==> src/rtl/core/sync_length_xor_frame_receiver_core_assert.svh <==
// Assertion macros for the frame receiver RTL.
// Needs nothing else; sxfr_back includes it by bare file name.
`ifndef SYNC_LENGTH_XOR_FRAME_RECEIVER_CORE_ASSERT_SVH
`define SYNC_LENGTH_XOR_FRAME_RECEIVER_CORE_ASSERT_SVH

// same-cycle implication, disabled in reset
`define SXFR_ASSERT_NOW(label, clk, rst, ante, cons) \
  label: assert property (@(posedge clk) disable iff (rst) (ante) |-> (cons)) \
    else $error("sxfr: same-cycle check failed");

// next-cycle implication, disabled in reset
`define SXFR_ASSERT_NEXT(label, clk, rst, ante, cons) \
  label: assert property (@(posedge clk) disable iff (rst) (ante) |=> (cons)) \
    else $error("sxfr: next-cycle check failed");

`endif

==> src/rtl/core/sxfr_pkg.sv <==
// Shared types and constants for the sync/length/XOR frame receiver.
// No dependencies.
package sxfr_pkg;

  localparam int PAYLOAD_BYTES_DEF = 32;
  localparam logic [7:0] SYNC_BYTE_RST = 8'hAA;

  // command address is wide enough for the largest supported payload (64)
  localparam int ADDR_W = 6;

  localparam int CMDQ_DEPTH = 4;
  localparam int OUTQ_DEPTH = 4;

  // front-to-back command codes
  localparam logic [1:0] OP_WRITE  = 2'd0;
  localparam logic [1:0] OP_REPLAY = 2'd1;
  localparam logic [1:0] OP_ERROR  = 2'd2;

  typedef struct packed {
    logic [1:0]        op;
    logic [ADDR_W-1:0] addr;
    logic [7:0]        data;   // payload byte, or computed XOR for OP_ERROR
  } cmd_t;

  typedef struct packed {
    logic       frame_status;
    logic [7:0] out_byte;
    logic       is_last;
  } res_t;

endpackage

==> src/rtl/core/sxfr_front.sv <==
// Front end: sync hunt, payload count and running XOR; emits back-end commands.
// Depends on sxfr_pkg.
module sxfr_front #(
  parameter int PAYLOAD_BYTES = sxfr_pkg::PAYLOAD_BYTES_DEF
) (
  input  logic              clk,
  input  logic              rst,
  input  logic              sync_byte_we,
  input  logic [7:0]        sync_byte_wdata,
  input  logic              push,
  output logic              full,
  input  logic [7:0]        rx_byte,
  input  logic              abort,
  output logic              cmd_push,
  output sxfr_pkg::cmd_t    cmd,
  input  logic              cmd_full
);

  localparam int AW = (PAYLOAD_BYTES > 1) ? $clog2(PAYLOAD_BYTES) : 1;

  localparam logic [1:0] PH_HUNT  = 2'd0;
  localparam logic [1:0] PH_DATA  = 2'd1;
  localparam logic [1:0] PH_CHECK = 2'd2;

  logic [7:0]    sync_byte;
  logic [1:0]    phase, phase_next;
  logic [AW-1:0] count, count_next;
  logic [7:0]    run_xor, run_xor_next;
  logic          accept;

  assign full   = cmd_full;
  assign accept = push && !cmd_full;

  always_ff @(posedge clk) begin
    if (rst) begin
      sync_byte <= sxfr_pkg::SYNC_BYTE_RST;
    end else if (sync_byte_we) begin
      sync_byte <= sync_byte_wdata;
    end
  end

  always_comb begin
    phase_next   = phase;
    count_next   = count;
    run_xor_next = run_xor;
    cmd_push     = 1'b0;
    cmd.op       = sxfr_pkg::OP_WRITE;
    cmd.addr     = sxfr_pkg::ADDR_W'(count);
    cmd.data     = rx_byte;
    if (accept) begin
      if (abort) begin
        phase_next   = PH_HUNT;
        count_next   = '0;
        run_xor_next = '0;
      end else begin
        unique case (phase)
          PH_DATA: begin
            cmd_push     = 1'b1;
            run_xor_next = run_xor ^ rx_byte;
            if (count == AW'(PAYLOAD_BYTES - 1)) begin
              count_next = '0;
              phase_next = PH_CHECK;
            end else begin
              count_next = count + 1'b1;
            end
          end
          PH_CHECK: begin
            cmd_push     = 1'b1;
            cmd.op       = (rx_byte == run_xor) ? sxfr_pkg::OP_REPLAY : sxfr_pkg::OP_ERROR;
            cmd.data     = run_xor;
            phase_next   = PH_HUNT;
            count_next   = '0;
            run_xor_next = '0;
          end
          default: begin
            // unused code behaves as hunting
            count_next   = '0;
            run_xor_next = '0;
            phase_next   = (rx_byte == sync_byte) ? PH_DATA : PH_HUNT;
          end
        endcase
      end
    end
  end

  always_ff @(posedge clk) begin
    if (rst) begin
      phase   <= PH_HUNT;
      count   <= '0;
      run_xor <= '0;
    end else begin
      phase   <= phase_next;
      count   <= count_next;
      run_xor <= run_xor_next;
    end
  end

endmodule

==> src/rtl/core/sxfr_cmdq.sv <==
// Small command FIFO between front and back ends.
// Depends on sxfr_pkg.
module sxfr_cmdq (
  input  logic           clk,
  input  logic           rst,
  input  logic           push,
  input  sxfr_pkg::cmd_t wdata,
  output logic           full,
  input  logic           pop,
  output logic           empty,
  output sxfr_pkg::cmd_t rdata
);

  localparam int DEPTH = sxfr_pkg::CMDQ_DEPTH;
  localparam int PW    = $clog2(DEPTH);
  localparam int CW    = $clog2(DEPTH + 1);

  sxfr_pkg::cmd_t entries [DEPTH];
  logic [PW-1:0]  wr_ptr, rd_ptr;
  logic [CW-1:0]  count;
  logic           do_push, do_pop;

  assign full    = (count == CW'(DEPTH));
  assign empty   = (count == '0);
  assign do_push = push && !full;
  assign do_pop  = pop && !empty;
  assign rdata   = entries[rd_ptr];

  always_ff @(posedge clk) begin
    if (do_push) begin
      entries[wr_ptr] <= wdata;
    end
  end

  always_ff @(posedge clk) begin
    if (rst) begin
      wr_ptr <= '0;
      rd_ptr <= '0;
      count  <= '0;
    end else begin
      if (do_push) wr_ptr <= wr_ptr + 1'b1;
      if (do_pop)  rd_ptr <= rd_ptr + 1'b1;
      if (do_push && !do_pop) begin
        count <= count + 1'b1;
      end else if (do_pop && !do_push) begin
        count <= count - 1'b1;
      end
    end
  end

endmodule

==> src/rtl/core/sxfr_back.sv <==
// Back end: payload store, replay sequencer and result FIFO.
// Depends on sxfr_pkg and the assertion macro header.
`include "sync_length_xor_frame_receiver_core_assert.svh"
module sxfr_back #(
  parameter int PAYLOAD_BYTES = sxfr_pkg::PAYLOAD_BYTES_DEF
) (
  input  logic           clk,
  input  logic           rst,
  input  logic           cmd_empty,
  input  sxfr_pkg::cmd_t cmd,
  output logic           cmd_pop,
  output logic           empty,
  input  logic           pop,
  output sxfr_pkg::res_t res
);

  localparam int AW    = (PAYLOAD_BYTES > 1) ? $clog2(PAYLOAD_BYTES) : 1;
  localparam int DEPTH = sxfr_pkg::OUTQ_DEPTH;
  localparam int PW    = $clog2(DEPTH);
  localparam int CW    = $clog2(DEPTH + 1);

  // payload store
  logic [7:0]    mem [PAYLOAD_BYTES];
  logic [7:0]    rd_q;
  logic          mem_we;
  logic [AW-1:0] mem_waddr;

  // replay sequencer
  logic          busy, busy_next;
  logic [AW-1:0] idx, idx_next;
  logic          issue;
  logic          issue_mem;
  logic          issue_last;
  logic [7:0]    issue_xor;
  logic          space;

  // read stage
  logic          s1_valid;
  logic          s1_from_mem;
  logic          s1_last;
  logic [7:0]    s1_xor;

  // result FIFO
  sxfr_pkg::res_t outq [DEPTH];
  sxfr_pkg::res_t push_res;
  logic [PW-1:0]  wr_ptr, rd_ptr;
  logic [CW-1:0]  ocnt;
  logic           do_pop;

  // room for the in-flight read plus one more
  assign space = ((CW + 1)'(ocnt) + (CW + 1)'(s1_valid)) < (CW + 1)'(DEPTH);

  always_comb begin
    busy_next  = busy;
    idx_next   = idx;
    issue      = 1'b0;
    issue_mem  = 1'b1;
    issue_last = (idx == AW'(PAYLOAD_BYTES - 1));
    issue_xor  = cmd.data;
    cmd_pop    = 1'b0;
    mem_we     = 1'b0;
    mem_waddr  = cmd.addr[AW-1:0];
    if (busy) begin
      if (space) begin
        issue = 1'b1;
        if (issue_last) begin
          busy_next = 1'b0;
          idx_next  = '0;
        end else begin
          idx_next = idx + 1'b1;
        end
      end
    end else if (!cmd_empty) begin
      unique case (cmd.op)
        sxfr_pkg::OP_WRITE: begin
          mem_we  = 1'b1;
          cmd_pop = 1'b1;
        end
        sxfr_pkg::OP_REPLAY: begin
          cmd_pop   = 1'b1;
          busy_next = 1'b1;
          idx_next  = '0;
        end
        sxfr_pkg::OP_ERROR: begin
          if (space) begin
            issue      = 1'b1;
            issue_mem  = 1'b0;
            issue_last = 1'b1;
            cmd_pop    = 1'b1;
          end
        end
        default: begin
          cmd_pop = 1'b1;  // no such command is ever produced
        end
      endcase
    end
  end

  always_ff @(posedge clk) begin
    if (mem_we) begin
      mem[mem_waddr] <= cmd.data;
    end
  end

  always_ff @(posedge clk) begin
    if (issue && issue_mem) begin
      rd_q <= mem[idx];
    end
  end

  always_ff @(posedge clk) begin
    if (issue) begin
      s1_from_mem <= issue_mem;
      s1_last     <= issue_last;
      s1_xor      <= issue_xor;
    end
  end

  always_ff @(posedge clk) begin
    if (rst) begin
      busy     <= 1'b0;
      idx      <= '0;
      s1_valid <= 1'b0;
    end else begin
      busy     <= busy_next;
      idx      <= idx_next;
      s1_valid <= issue;
    end
  end

  assign push_res.frame_status = !s1_from_mem;
  assign push_res.out_byte     = s1_from_mem ? rd_q : s1_xor;
  assign push_res.is_last      = s1_last;

  assign empty  = (ocnt == '0);
  assign do_pop = pop && !empty;
  assign res    = outq[rd_ptr];

  always_ff @(posedge clk) begin
    if (s1_valid) begin
      outq[wr_ptr] <= push_res;
    end
  end

  always_ff @(posedge clk) begin
    if (rst) begin
      wr_ptr <= '0;
      rd_ptr <= '0;
      ocnt   <= '0;
    end else begin
      if (s1_valid) wr_ptr <= wr_ptr + 1'b1;
      if (do_pop)   rd_ptr <= rd_ptr + 1'b1;
      if (s1_valid && !do_pop) begin
        ocnt <= ocnt + 1'b1;
      end else if (do_pop && !s1_valid) begin
        ocnt <= ocnt - 1'b1;
      end
    end
  end

  // read stage never lands on a full result FIFO
  `SXFR_ASSERT_NOW(a_no_outq_overflow, clk, rst, s1_valid, ocnt < CW'(DEPTH))
  // commands wait while a replay runs
  `SXFR_ASSERT_NOW(a_no_cmd_during_replay, clk, rst, busy, !cmd_pop)
  // the last replay read ends the replay
  `SXFR_ASSERT_NEXT(a_replay_ends, clk, rst, busy && issue && issue_last, !busy)
  // error report is a single-entry run
  `SXFR_ASSERT_NOW(a_error_is_last, clk, rst, s1_valid && !s1_from_mem, s1_last)

endmodule

==> src/rtl/core/sync_length_xor_frame_receiver_core.sv <==
// Path: a good checksum byte's first result reaches the ports through the command queue,
// replay start, store read and result FIFO write; a mismatch report skips replay start.
// Throughput: one byte per cycle accepted while the 4-entry command queue has room;
// a good frame replays PAYLOAD_BYTES results at one per cycle while outq has room.
// Reset (rst, synchronous): hunting, queues empty, sync byte 0xAA; store undefined.
module sync_length_xor_frame_receiver_core #(
  parameter int PAYLOAD_BYTES = sxfr_pkg::PAYLOAD_BYTES_DEF
) (
  input  logic       clk,
  input  logic       rst,
  input  logic       sync_byte_we,
  input  logic [7:0] sync_byte_wdata,
  input  logic       push,
  output logic       full,
  input  logic [7:0] rx_byte,
  input  logic       abort,
  output logic       empty,
  input  logic       pop,
  output logic       frame_status,
  output logic [7:0] out_byte,
  output logic       is_last
);

  logic           q_push, q_full, q_pop, q_empty;
  sxfr_pkg::cmd_t q_wdata, q_rdata;
  sxfr_pkg::res_t res;

  sxfr_front #(
    .PAYLOAD_BYTES(PAYLOAD_BYTES)
  ) u_front (
    .clk             (clk),
    .rst             (rst),
    .sync_byte_we    (sync_byte_we),
    .sync_byte_wdata (sync_byte_wdata),
    .push            (push),
    .full            (full),
    .rx_byte         (rx_byte),
    .abort           (abort),
    .cmd_push        (q_push),
    .cmd             (q_wdata),
    .cmd_full        (q_full)
  );

  sxfr_cmdq u_cmdq (
    .clk   (clk),
    .rst   (rst),
    .push  (q_push),
    .wdata (q_wdata),
    .full  (q_full),
    .pop   (q_pop),
    .empty (q_empty),
    .rdata (q_rdata)
  );

  sxfr_back #(
    .PAYLOAD_BYTES(PAYLOAD_BYTES)
  ) u_back (
    .clk       (clk),
    .rst       (rst),
    .cmd_empty (q_empty),
    .cmd       (q_rdata),
    .cmd_pop   (q_pop),
    .empty     (empty),
    .pop       (pop),
    .res       (res)
  );

  assign frame_status = res.frame_status;
  assign out_byte     = res.out_byte;
  assign is_last      = res.is_last;

endmodule

==> config.mk <==
export PLATFORM = sky130hd
export DESIGN_NAME = sync_length_xor_frame_receiver_core
export DESIGN_NICKNAME = d
export VERILOG_FILES = /design/src/rtl/core/sxfr_pkg.sv /design/src/rtl/core/sxfr_front.sv /design/src/rtl/core/sxfr_cmdq.sv /design/src/rtl/core/sxfr_back.sv /design/src/rtl/core/sync_length_xor_frame_receiver_core.sv
export VERILOG_INCLUDE_DIRS = /design/src /design/src/rtl/core
export SDC_FILE = /design/constraint.sdc
export NUM_CORES = 1
export LEC_CHECK = 0
export ABC_AREA = 0
export BUFFER_PORTS_ARGS = -buffer_cell sky130_fd_sc_hd__clkbuf_2
export CORE_UTILIZATION = 25
export DETAILED_ROUTE_END_ITERATION = 6
export PLACE_DENSITY = 0.4
export SLEW_MARGIN = 15
export SYNTH_ARGS = -nofsm -noshare
export SYNTH_HDL_FRONTEND = slang
export SYNTH_SLANG_ARGS = --single-unit
==> constraint.sdc <==
create_clock -name clk -period 3.55 [get_ports clk]
set_input_delay 0.5325 -clock clk [delete_from_list [all_inputs] [get_ports clk]]
set_output_delay 0.5325 -clock clk [all_outputs]
set_load 0.02 [all_outputs]
== Word level (Yosys, flattened, before mapping) ==
Memories as Yosys holds them, arrays and structs flattened. A register that Yosys moved wholly into a read port is not among the register bits.
Cells that the tools add are included.

* Add/subtract/negate cells: 11
* Order comparisons: 1
* Equal/unequal tests: 12
* Muxes and demuxes: 62
* Bitwise operators: 1
* Reductions and logical operators: 26

{| class="wikitable"
|+ Operators by type and width
! kind !! count
|-
| $mux 8 || 6
|-
| $mux 5 || 8
|-
| $mux 1 || 33
|-
| $mux 2 || 10
|-
| $eq 8x8->1 || 2
|-
| $mux 3 || 4
|-
| $add 5x1->5 const B || 2
|-
| $eq 5x5->1 const B || 2
|-
| $logic_and 1x1->1 || 9
|-
| $add 2x1->2 const B || 4
|-
| $logic_not 1->1 || 8
|-
| $xor 8x8->8 || 1
|-
| $add 3x1->3 const B || 2
|-
| $logic_not 3->1 || 2
|-
| $reduce_bool 2->1 || 3
|-
| $sub 3x1->3 const B || 2
|-
| $add 3x1->4 || 1
|-
| $eq 2x1->1 const B || 2
|-
| $eq 2x2->1 const B || 2
|-
| $lt 4x3->1 const B || 1
|-
| $ne 2x2->1 const B || 2
|-
| $pmux 2 s2 || 1
|-
| $eq 3x3->1 const B || 1
|-
| $ne 3x2->1 const B || 1
|-
| other kinds (4) || 4
|}

* Register bits: 54
* Bits in writable memories: 356
* Input port bits: 22
* Output and inout bits: 12
* Word-level logic and storage cells: 132
* Memories: 3

{| class="wikitable"
|+ Memory list
! name !! depth !! width !! rd ports !! clocked after Yosys merged registers in !! write ports !! RTL line !! RTL
|-
| u_back.mem || 32 || 8 || 1 || 1 || 1 || sxfr_back.sv:23 || <nowiki>logic [7:0] mem [PAYLOAD_BYTES];</nowiki>
|-
| u_cmdq.entries || 4 || 15 || 1 || 1 || 1 || sxfr_cmdq.sv:18 || <nowiki>sxfr_pkg::cmd_t entries [DEPTH];</nowiki>
|-
| u_back.outq || 4 || 10 || 1 || 1 || 1 || sxfr_back.sv:44 || <nowiki>sxfr_pkg::res_t outq [DEPTH];</nowiki>
|}

== Longest topological paths before layout ==
Gate-level depths: netlist of run 1.

* Depth after elaboration: 10
* Gate-level depth with buffers: 10
* Depth with buffers taken out: 9

== Hierarchy ==
A second synthesis of run 1 with hierarchy kept.

* Cell total of the unflattened synthesis: 859
* Area total of the unflattened synthesis: 16910.0 sq um

{| class="wikitable"
|+ Modules (own cells, without submodules)
! module !! times used !! cells each !! area each (sq um) !! sequential area each (sq um)
|-
| sxfr_back || 1 || 585 || 12816.0 || 9749.4
|-
| sxfr_cmdq || 1 || 132 || 2793.9 || 2102.0
|-
| sxfr_front || 1 || 142 || 1300.0 || 460.4
|}

== Worst setup path before layout of run 1 ==
Ideal clock, no wire load.

* Path kind: register to register
* From: register with a tool-made name
* To: register u_cmdq.count[2]
* Setup time: 0.071 ns
* Arrival: 2.772 ns
* Required time: 3.479 ns
* Path slack: 0.708 ns
* Stages on the path, launching flop included: 11
* Path buffers: 1
* Period minus slack after synthesis: 2.842 ns
* Path through: dfxtp_1 -> buf_6 -> mux4_2 -> or3b_2 -> nand2_1 -> ha_1 -> inv_1 -> fa_1 -> xor2_1 -> or3_1 -> a21oi_1

{| class="wikitable"
|+ RTL lines
! item !! RTL line !! RTL
|-
| to (signal assigned) || sxfr_cmdq.sv:44 || <nowiki>count <= count + 1'b1;</nowiki>
|-
| to (signal assigned) || sxfr_cmdq.sv:46 || <nowiki>count <= count - 1'b1;</nowiki>
|-
| to (decl) || sxfr_cmdq.sv:20 || <nowiki>logic [CW-1:0] count;</nowiki>
|}

==> flow_metrics.tcl, run 1 <==
set metrics [dict create \
    dp_hpwl_mm 23.3 \
    final_layout_size_suffix_gt1_frac 0.266 \
    setup_tns_ns 0 \
    p_leak_nw 6.14 \
    async_flop_share 0 \
    clock_latency_ns 0.59 \
    drtIter0Drc 527 \
    setup_viol 0 \
    wl_mm 37.4 \
    initial_core_util 0.254 \
    areaGrowthSynthToFinish_pct 17.8 \
    ys_seq_elements 422 \
    grt_max_degree 70 \
    drt-vias-per-instance 4.29 \
    diodes 0 \
    hold_path_class "primary input to flip-flop" \
    synthCells 865 \
    yosysWarnings 0 \
    skew_ns 0.0174 \
    reg2reg_depth 9 \
    nets 992 \
    synth_cell_types 47 \
    grt_use_total 0.114 \
    netlist_area_mm2 0.0165 \
    period_share 0.807 \
    critPathRequiredTime_ns 4.05 \
    p_total_w 0.0117 \
    die_w_um 259 \
    hold_viol 0 \
    grt_setup_unrepaired "no" \
    ioPinCount 34 \
    synth_area_leaders "edfxtp_1 68%, mux4_2 12%, dfxtp_1 5.8%" \
    port_buffers 33 \
    irDropWorstVdd_mv 0.308 \
    wl_per_cell_um 20.3 \
    cts_tree "done" \
    crit_end "u_cmdq.count[2]" \
    arrival_ns 3.36 \
    end_kind "flip-flop" \
    drt_first_pass_iters 6 \
    worst-setup-path-type "flip-flop to flip-flop" \
    synth.net_count 905 \
    clockBufferDepth 3 \
    fillers 6302 \
    cts.htree.levels 2 \
    clkTransAtPathRegs_ns 0.06 \
    clock_sinks 422 \
    grt_pass1_vias 8428 \
    cts_root_buf "clkbuf_16" \
    yosys.area.top_type "edfxtp_1" \
    tightest_slew_ns 0.885 \
    relSlewSlack 0.410 \
    r2r_end "u_cmdq.count[2]" \
    worstPathMaxFanout 3 \
    gp_congestion 0.752 \
    rows 93 \
    synth_top_area_frac 0.681 \
    die_h_um 259 \
    antenna_left 0 \
    fin_crit_ns 2.86 \
    route.detailed.drc 0 \
    grt_pass1_wl_mm 56.7 \
    slew_viol_final 0 \
    p_per_area_mw_per_mm2 601 \
    dieArea_mm2 0.0670 \
    r2r_setup_slack_ns 0.69 \
    grt_overflow 0 \
    antenna_found_initial 1 \
    postCtsSetupBuffers 0 \
    status "complete, no violations" \
    start_kind "flip-flop" \
    cts_buffers 47 \
    drv_cap 0 \
    fmaxAchievable_mhz 349 \
    syn_avg_cell_area_um2 19.1 \
    ys.flop_type "edfxtp_1" \
    synth_edf_count 374 \
    yosysSeqAreaShare 0.739 \
    ctsResizeCount 0 \
    cts.hold.buffers_added 0 \
    core-area_mm2 0.0648 \
    vias 7902 \
]
## routing by layer
layer  global-route usage  vias to the layer above  part of all wire
met5                    0                        -                 0
met4               0.0347                        0             0.022
met3               0.0198                       52             0.041
met2                0.188                      120              0.49
met1                0.153                     4083              0.45
li1                     -                     3647                 -
## final cells by class
cell class              count  area (um2)  share of cell area
repair buffers             79         548              0.0282
well taps                 855        1070              0.0551
inverters                  12        45.0             0.00232
clock buffers              61        1240              0.0638
flip-flops and latches    422       12200               0.628
multi-input cells         390        4080               0.210
clock inverters            25         246              0.0127
## where the power goes
part	leakage (nW)	switching [W]	internal, W
Combinational	1.67	0.000797	0.000330
Sequential	3.75	0.0000825	0.00578
Clock	0.718	0.00198	0.00270
## cell families after synthesis
kind of cell | after synthesis | synth area share
flops | 422 | 0.739
simple gates | 163 | 0.0517
mux | 117 | 0.140
compound gates | 56 | 0.0216
buf+inv | 53 | 0.0134
xor+xnor | 36 | 0.0191
fa+ha+maj | 18 | 0.0146
## state kept, by name (all words and copies together) (netlist names), 2 cells and up, named ones only
register and cells:
u_back.mem 256, u_cmdq.entries 60, u_back.outq 40, u_back.rd_q 8
u_back.s1_xor 8, u_front.run_xor 8, u_front.sync_byte 8, u_back.idx 5
u_front.count 5, u_back.ocnt 3, u_cmdq.count 3, u_back.rd_ptr 2
u_back.wr_ptr 2, u_cmdq.rd_ptr 2, u_cmdq.wr_ptr 2, u_front.phase 2
## critical path, cell delays in order (launching register included)
cell,delay [ns]
dfxtp_1,0.40
mux4_2,0.53
or3b_2,0.48
nand2_1,0.09
ha_1,0.17
inv_1,0.07
fa_1,0.43
xor2_1,0.17
or3_1,0.30
a21oi_1,0.13
## cell usage after synthesis (11+ instances only)
cell,instances
edfxtp_1,374
mux4_2,87
xor2_1,24
clkbuf_1,26
inv_1,12
xnor2_1,12
nor2_1,63
nand3_1,14
o22ai_1,32
nand2_1,15
dfxtp_1,48
ha_1,16
mux2_2,16
mux2i_1,11
## through the flow
step / instances / cell area, um2 / hold WS, ns / worst slack, ns / utilization
after floorplan: 865 / 16500 / 0.459 / 0.708 / -
after global routing: 1844 / 19400 / 0.134 / 0.505 / 0.300
after CTS: 1844 / 19400 / 0.127 / 0.638 / 0.300
after detailed placement: 1758 / 17900 / 0.490 / 0.672 / 0.277
after global placement: 1758 / 17900 / 0.485 / 0.645 / 0.277
final: 1844 / 19400 / 0.163 / 0.686 / 0.300
## worst min path at each step
stage,cells past startpoint,to,slack (ns),from
detailed placement,2,u_front.phase[0],0.49,u_front.phase[0]
CTS,2,u_front.sync_byte[7],0.13,sync_byte_wdata[7]
finish,2,u_front.sync_byte[7],0.16,sync_byte_wdata[7]
global route,2,u_front.sync_byte[7],0.13,sync_byte_wdata[7]
floorplan,0,u_back.outq[0][0],0.46,u_back.s1_last
global placement,2,u_front.phase[0],0.49,u_front.phase[0]
## placed cells by master (no fill, tap or decap), types with 13 or more instances in the layout
master	count
clkbuf_1	13
xor2_1	24
nand3_1	14
edfxtp_1	374
ha_1	16
buf_4	43
o22ai_1	32
nor2_1	63
mux4_2	87
clkbuf_2	33
mux2_2	16
clkbuf_16	47
dfxtp_1	46
nand2_1	15
Note: power is estimated with default switching activity, not from simulation.
==> run 2, diff against run 1 <==
--- a/config.mk
+++ b/config.mk
@@ -10,7 +10,7 @@
 export BUFFER_PORTS_ARGS = -buffer_cell sky130_fd_sc_hd__clkbuf_2
 export CORE_UTILIZATION = 25
 export DETAILED_ROUTE_END_ITERATION = 6
-export PLACE_DENSITY = 0.4
+export PLACE_DENSITY = 0.41
 export SLEW_MARGIN = 15
 export SYNTH_ARGS = -nofsm -noshare
 export SYNTH_HDL_FRONTEND = slang
==> constraint.sdc (replaced) <==
create_clock -name clk -period 2.5 [get_ports clk]
set_input_delay 0.375 -clock clk [delete_from_list [all_inputs] [get_ports clk]]
set_output_delay 0.375 -clock clk [all_outputs]
set_load 0.02 [all_outputs]
==> flow_metrics.tcl, run 2 (same netlist as run 1, synthesis figures left out) <==
set metrics [dict create \
    skew_ns 0.0153 \
    worst-setup-path-type "flip-flop to flip-flop" \
    status "complete, but fails checks" \
    violations "setup timing" \
    irDropWorstVdd_mv 0.512 \
    whs_ns 0.0563 \
    gp_congestion 0.720 \
    arrival_ns 3.01 \
    internal_power_w 0.0128 \
    final_layout_size_suffix_gt1_frac 0.326 \
    p_sw_frac 0.244 \
    cts.htree.levels 2 \
    areaGrowthSynthToFinish_pct 21.5 \
    dieArea_mm2 0.0670 \
    hold_viol 0 \
    cts_buffers 48 \
    grt_max_degree 35 \
    grt_use_total 0.116 \
    path_buf_inv 1 \
    p_leak_nw 6.43 \
    path_delay_family "simple AND/OR/NAND/NOR gates" \
    setup_tns_ns -0.0129 \
    period_share 1.01 \
    antenna_left 0 \
    cp_slowest_stage_delay_ns 0.51 \
    slew_viol_final 0 \
    clockBufferDepth 3 \
    ioPinCount 34 \
    drv_cap 0 \
    dp_hpwl_mm 23.4 \
    grt_pass1_wl_mm 56.5 \
    largest_reg_flops 256 \
    cts_root_buf "clkbuf_16" \
    nets 1040 \
    slowest_stage "mux4_2" \
    regMostFlops "u_back.mem" \
    setup_slack_ns -0.0129 \
    p_total_w 0.0169 \
    port_buffers 33 \
    vias 8178 \
    p_comb_frac 0.108 \
    rows 93 \
    wl_mm 37.7 \
    reg_top3 "u_back.mem: 256 flops, u_cmdq.entries: 60 flops, u_back.outq: 40 flops" \
    clock_sinks 422 \
    antenna_found_initial 1 \
    final_cell_mix "374 x edfxtp_1, 87 x mux4_2, 66 x buf_4, 49 x clkbuf_16" \
    holdPathStages 3 \
    worst-path-stages 9 \
    hold_path_class "primary input to flip-flop" \
    setup_viol 1 \
    wl_per_cell_um 19.9 \
    cts_tree "done" \
    relSlewSlack 0.401 \
    preCtsSetupSlack_ns -0.0628 \
    sequentialPowerShare 0.491 \
    final_cell_area_mm2 0.0200 \
    p_clk_frac 0.401 \
    p_per_area_mw_per_mm2 845 \
    drt-vias-per-instance 4.32 \
    die_w_um 259 \
    end_kind "flip-flop" \
    core-area_mm2 0.0648 \
    grt_pass1_vias 8602 \
    critPathRequiredTime_ns 3.00 \
    path_cells "mux4_2 > or3b_4 > nand2_2 > ha_4 > inv_2 > fa_2 > xor2_1 > or3_1 > a21oi_1" \
    p_switching_w 0.00413 \
    layout_commonest_cell "edfxtp_1" \
    fin_crit_ns 2.51 \
    die_h_um 259 \
    diodes 0 \
    start_kind "flip-flop" \
    clkTransAtPathRegs_ns 0.06 \
    initial_core_util 0.254 \
    fmaxAchievable_mhz 398 \
    drtIter0Drc 466 \
    clock_latency_ns 0.58 \
    dpl_cell_area_mm2 0.0183 \
    reg2reg_depth 9 \
    drt_first_pass_iters 4 \
    tightest_slew_ns 0.898 \
    grt_setup_unrepaired "yes" \
    route.detailed.drc 0 \
    grt_overflow 0 \
    worstPathMaxFanout 2 \
]
-- run 2: cell count changes in the layout (fill, tap and decap cells not counted), sizes merged --
cell and delta:
dlygate4sd3 +6, clkinv +2, clkinvlp -1, buf +41
bufinv +1
-- run 2: final cells by class --
type,count,area (um2)
Clock inverter,27,250
Sequential cell,422,12200
Inverter,12,45.0
Fill cell,6287,44800
Clock buffer,61,1270
Timing Repair Buffer,126,1000
Tap cell,855,1070
Multi-Input combinational cell,390,4210
-- run 2: per-stage QoR --
step / util / std cells
3_5_place_dp: 0.282 / 1798
3_3_place_gp: 0.282 / 1798
5_1_grt: 0.309 / 1893
4_1_cts: 0.307 / 1893
2_1_floorplan: - / 865
6_report: 0.309 / 1893
-- run 2: worst min-delay path, cell delays in order --
cell and delay, ns:
clkbuf_2 0.07, mux2i_1 0.05, nor2_1 0.09
-- run 2: power by group through the flow --
stage	clock network, W	registers, W	logic (W)
final	0.00678	0.00831	0.00183
after global routing	0.00727	0.00832	0.00201
after CTS	0.00702	0.00831	0.00187
after detailed placement	0	0.00845	0.00182
after global placement	0	0.00845	0.00179
after floorplan	0	0.00842	0.00106
-- run 2: worst paths after layout --
path                           start                   end  slack (ns)
setup / recovery           flip-flop       u_cmdq.count[2]       -0.01
hold / removal    sync_byte_wdata[0]  u_front.sync_byte[0]        0.06
setup reg to reg           flip-flop       u_cmdq.count[2]       -0.01
hold reg to reg     u_front.phase[0]      u_front.phase[0]        0.50
-- run 2: repair_timing --
action,in CTS,in global routing
hold buffers,6,0
pin swaps,5,0
buffers inserted,1,0
setup endpoints to repair,169,236
endpoints found under the hold margin,6,0
resized for setup,16,35
-- run 2: routing by layer --
| layer | track usage | part of all wire |
|---|---|---|
| met2 | 0.188 | 0.48 |
| met4 | 0.0373 | 0.020 |
| met1 | 0.157 | 0.46 |
| met3 | 0.0195 | 0.039 |
| met5 | 0 | 0 |
==> run 3, diff against run 2 <==
--- a/config.mk
+++ b/config.mk
@@ -7,7 +7,8 @@
 export NUM_CORES = 1
 export LEC_CHECK = 0
 export ABC_AREA = 0
-export BUFFER_PORTS_ARGS = -buffer_cell sky130_fd_sc_hd__clkbuf_2
+export BUFFER_PORTS_ARGS = -buffer_cell sky130_fd_sc_hd__buf_2
+export CAP_MARGIN = 0
 export CORE_UTILIZATION = 25
 export DETAILED_ROUTE_END_ITERATION = 6
 export PLACE_DENSITY = 0.41
==> constraint.sdc (replaced) <==
create_clock -name clk -period 2.3 [get_ports clk]
set_input_delay 0.345 -clock clk [delete_from_list [all_inputs] [get_ports clk]]
set_output_delay 0.345 -clock clk [all_outputs]
set_load 0.02 [all_outputs]
==> flow_metrics.tcl, run 3 (same netlist as run 1, synthesis figures left out) <==
set metrics [dict create \
    period_share 1.08 \
    cts_root_buf "clkbuf_16" \
    port_buffers 33 \
    route.detailed.drc 0 \
    antenna_found_initial 0 \
    worst-setup-path-type "flip-flop to flip-flop" \
    arrival_ns 2.99 \
    layout_commonest_cell "edfxtp_1" \
    grt_overflow 0 \
    grt_pass1_wl_mm 58.1 \
    hold_viol 0 \
    largest_reg_flops 256 \
    grt_max_degree 34 \
    wl_per_cell_um 19.8 \
    area.sequential_mm2 0.0122 \
    fillers 6175 \
    hold_path_class "primary input to flip-flop" \
    die_h_um 259 \
    final_cell_mix "374 x edfxtp_1, 89 x mux4_2, 65 x buf_4, 50 x clkbuf_16, 44 x dfxtp_1" \
    core-area_mm2 0.0648 \
    drv_cap 0 \
    nets 1078 \
    p_per_area_mw_per_mm2 906 \
    setup_viol 27 \
    start_kind "flip-flop" \
    grt_pass1_vias 8995 \
    skew_ns 0.0251 \
    clock_latency_ns 0.58 \
    initial_core_util 0.254 \
    multi_input_area_mm2 0.00452 \
    clockBufferDepth 3 \
    cts_tree "done" \
    regMostFlops "u_back.mem" \
    slew_viol_final 0 \
    dp_cells 1822 \
    p_total_w 0.0192 \
    clock_sinks 422 \
    setup_slack_ns -0.175 \
    die_w_um 259 \
    drtIter0Drc 495 \
    gp_congestion 0.696 \
    clkTransAtPathRegs_ns 0.06 \
    end_kind "flip-flop" \
    p_leak_nw 6.81 \
    fin_crit_ns 2.48 \
    tightest_slew_ns 0.639 \
    final_cells 1934 \
    critPathRequiredTime_ns 2.81 \
    relSlewSlack 0.574 \
    final_layout_size_suffix_gt1_frac 0.370 \
    drt_first_pass_iters 4 \
    post-route-util 0.327 \
    violations "setup timing" \
    grt_use_total 0.117 \
    grt_setup_unrepaired "yes" \
    status "complete, but fails checks" \
    antenna_left 0 \
    dieArea_mm2 0.0670 \
    reg_top3 "u_back.mem: 256 flops, u_cmdq.entries: 60 flops, u_back.outq: 40 flops" \
    drt-vias-per-instance 4.31 \
    areaGrowthSynthToFinish_pct 28.6 \
    dp_hpwl_mm 24.1 \
    irDropWorstVdd_mv 0.409 \
    cts_buffers 48 \
    wl_mm 38.2 \
    ioPinCount 34 \
    rows 93 \
    fmaxAchievable_mhz 404 \
    preCtsSetupSlack_ns -0.288 \
    whs_ns 0.145 \
    worstPathMaxFanout 2 \
    cts.htree.levels 2 \
    vias 8343 \
]
==> run 3: changes by cell type in the layout (fill, tap and decap cells not counted), sizes merged <==
| cell | change |
|---|---|
| clkinv | +4 |
| inv | -1 |
| clkinvlp | -2 |
| diode | +2 |
| dlygate4sd3 | +2 |
| clkbuf | -36 |
| bufinv | +3 |
| buf | +69 |
==> run 3: worst paths after layout <==
kind,startpoint,end,slack (ns),depth (start not counted)
max,flip-flop,u_cmdq.count[2],-0.18,9
min,abort,u_front.phase[0],0.15,4
max reg2reg,flip-flop,u_cmdq.count[2],-0.18,9
min reg2reg,u_front.sync_byte[4],u_front.sync_byte[4],0.51,2
==> run 3: where the power goes <==
group | switching (W) | internal, W | leakage [nW]
logic | 0.00154 | 0.000902 | 2.26
clock network | 0.00303 | 0.00474 | 0.790
registers | 0.0000997 | 0.00891 | 3.75
total | 0.00467 | 0.0145 | 6.81
==> run 3: critical path: stages, from the launching register on <==
cell     delay (ns)
dfxtp_2        0.34
mux4_2         0.52
or3b_4         0.41
nand2_4        0.09
ha_4           0.12
inv_2          0.03
fa_2           0.32
xor2_1         0.15
or3_1          0.32
a21oi_2        0.12
==> run 3: routing by layer <==
layer | wire (um) | share of wire | GRT usage | vias to the layer above
met1 | 17600 | 0.46 | 0.159 | 4351
li1 | - | - | - | 3832
met4 | 700 | 0.018 | 0.0317 | 0
met3 | 1250 | 0.033 | 0.0216 | 55
met2 | 18700 | 0.49 | 0.192 | 105
met5 | 0 | 0 | 0 | -
==> run 3: per-stage QoR <==
stage | TNS (ns) | area [um2]
CTS | -0.215 | 20900
global placement | -39.29 | 19000
floorplan | -5.12 | 16600
detailed placement | -44.21 | 19000
finish | -0.331 | 21200
global route | -10.20 | 21200
==> run 3: area by class of cell <==
cell class              count  share of cell area
multi-input cells         390               0.213
well taps                 855              0.0504
clock buffers              58              0.0604
inverters                  12             0.00212
repair buffers            164              0.0831
flip-flops and latches    422               0.575
diodes                      2            0.000236
clock inverters            31              0.0155
==> run 3: repair_timing <==
| action | CTS | global route |
|---|---|---|
| buffers inserted | 5 | 9 |
| endpoints found under the setup margin | 260 | 255 |
| hold buffers | 8 | 0 |
| gates resized for setup | 36 | 50 |
| endpoints found under the hold margin | 8 | 0 |
| pin swaps | 6 | 14 |
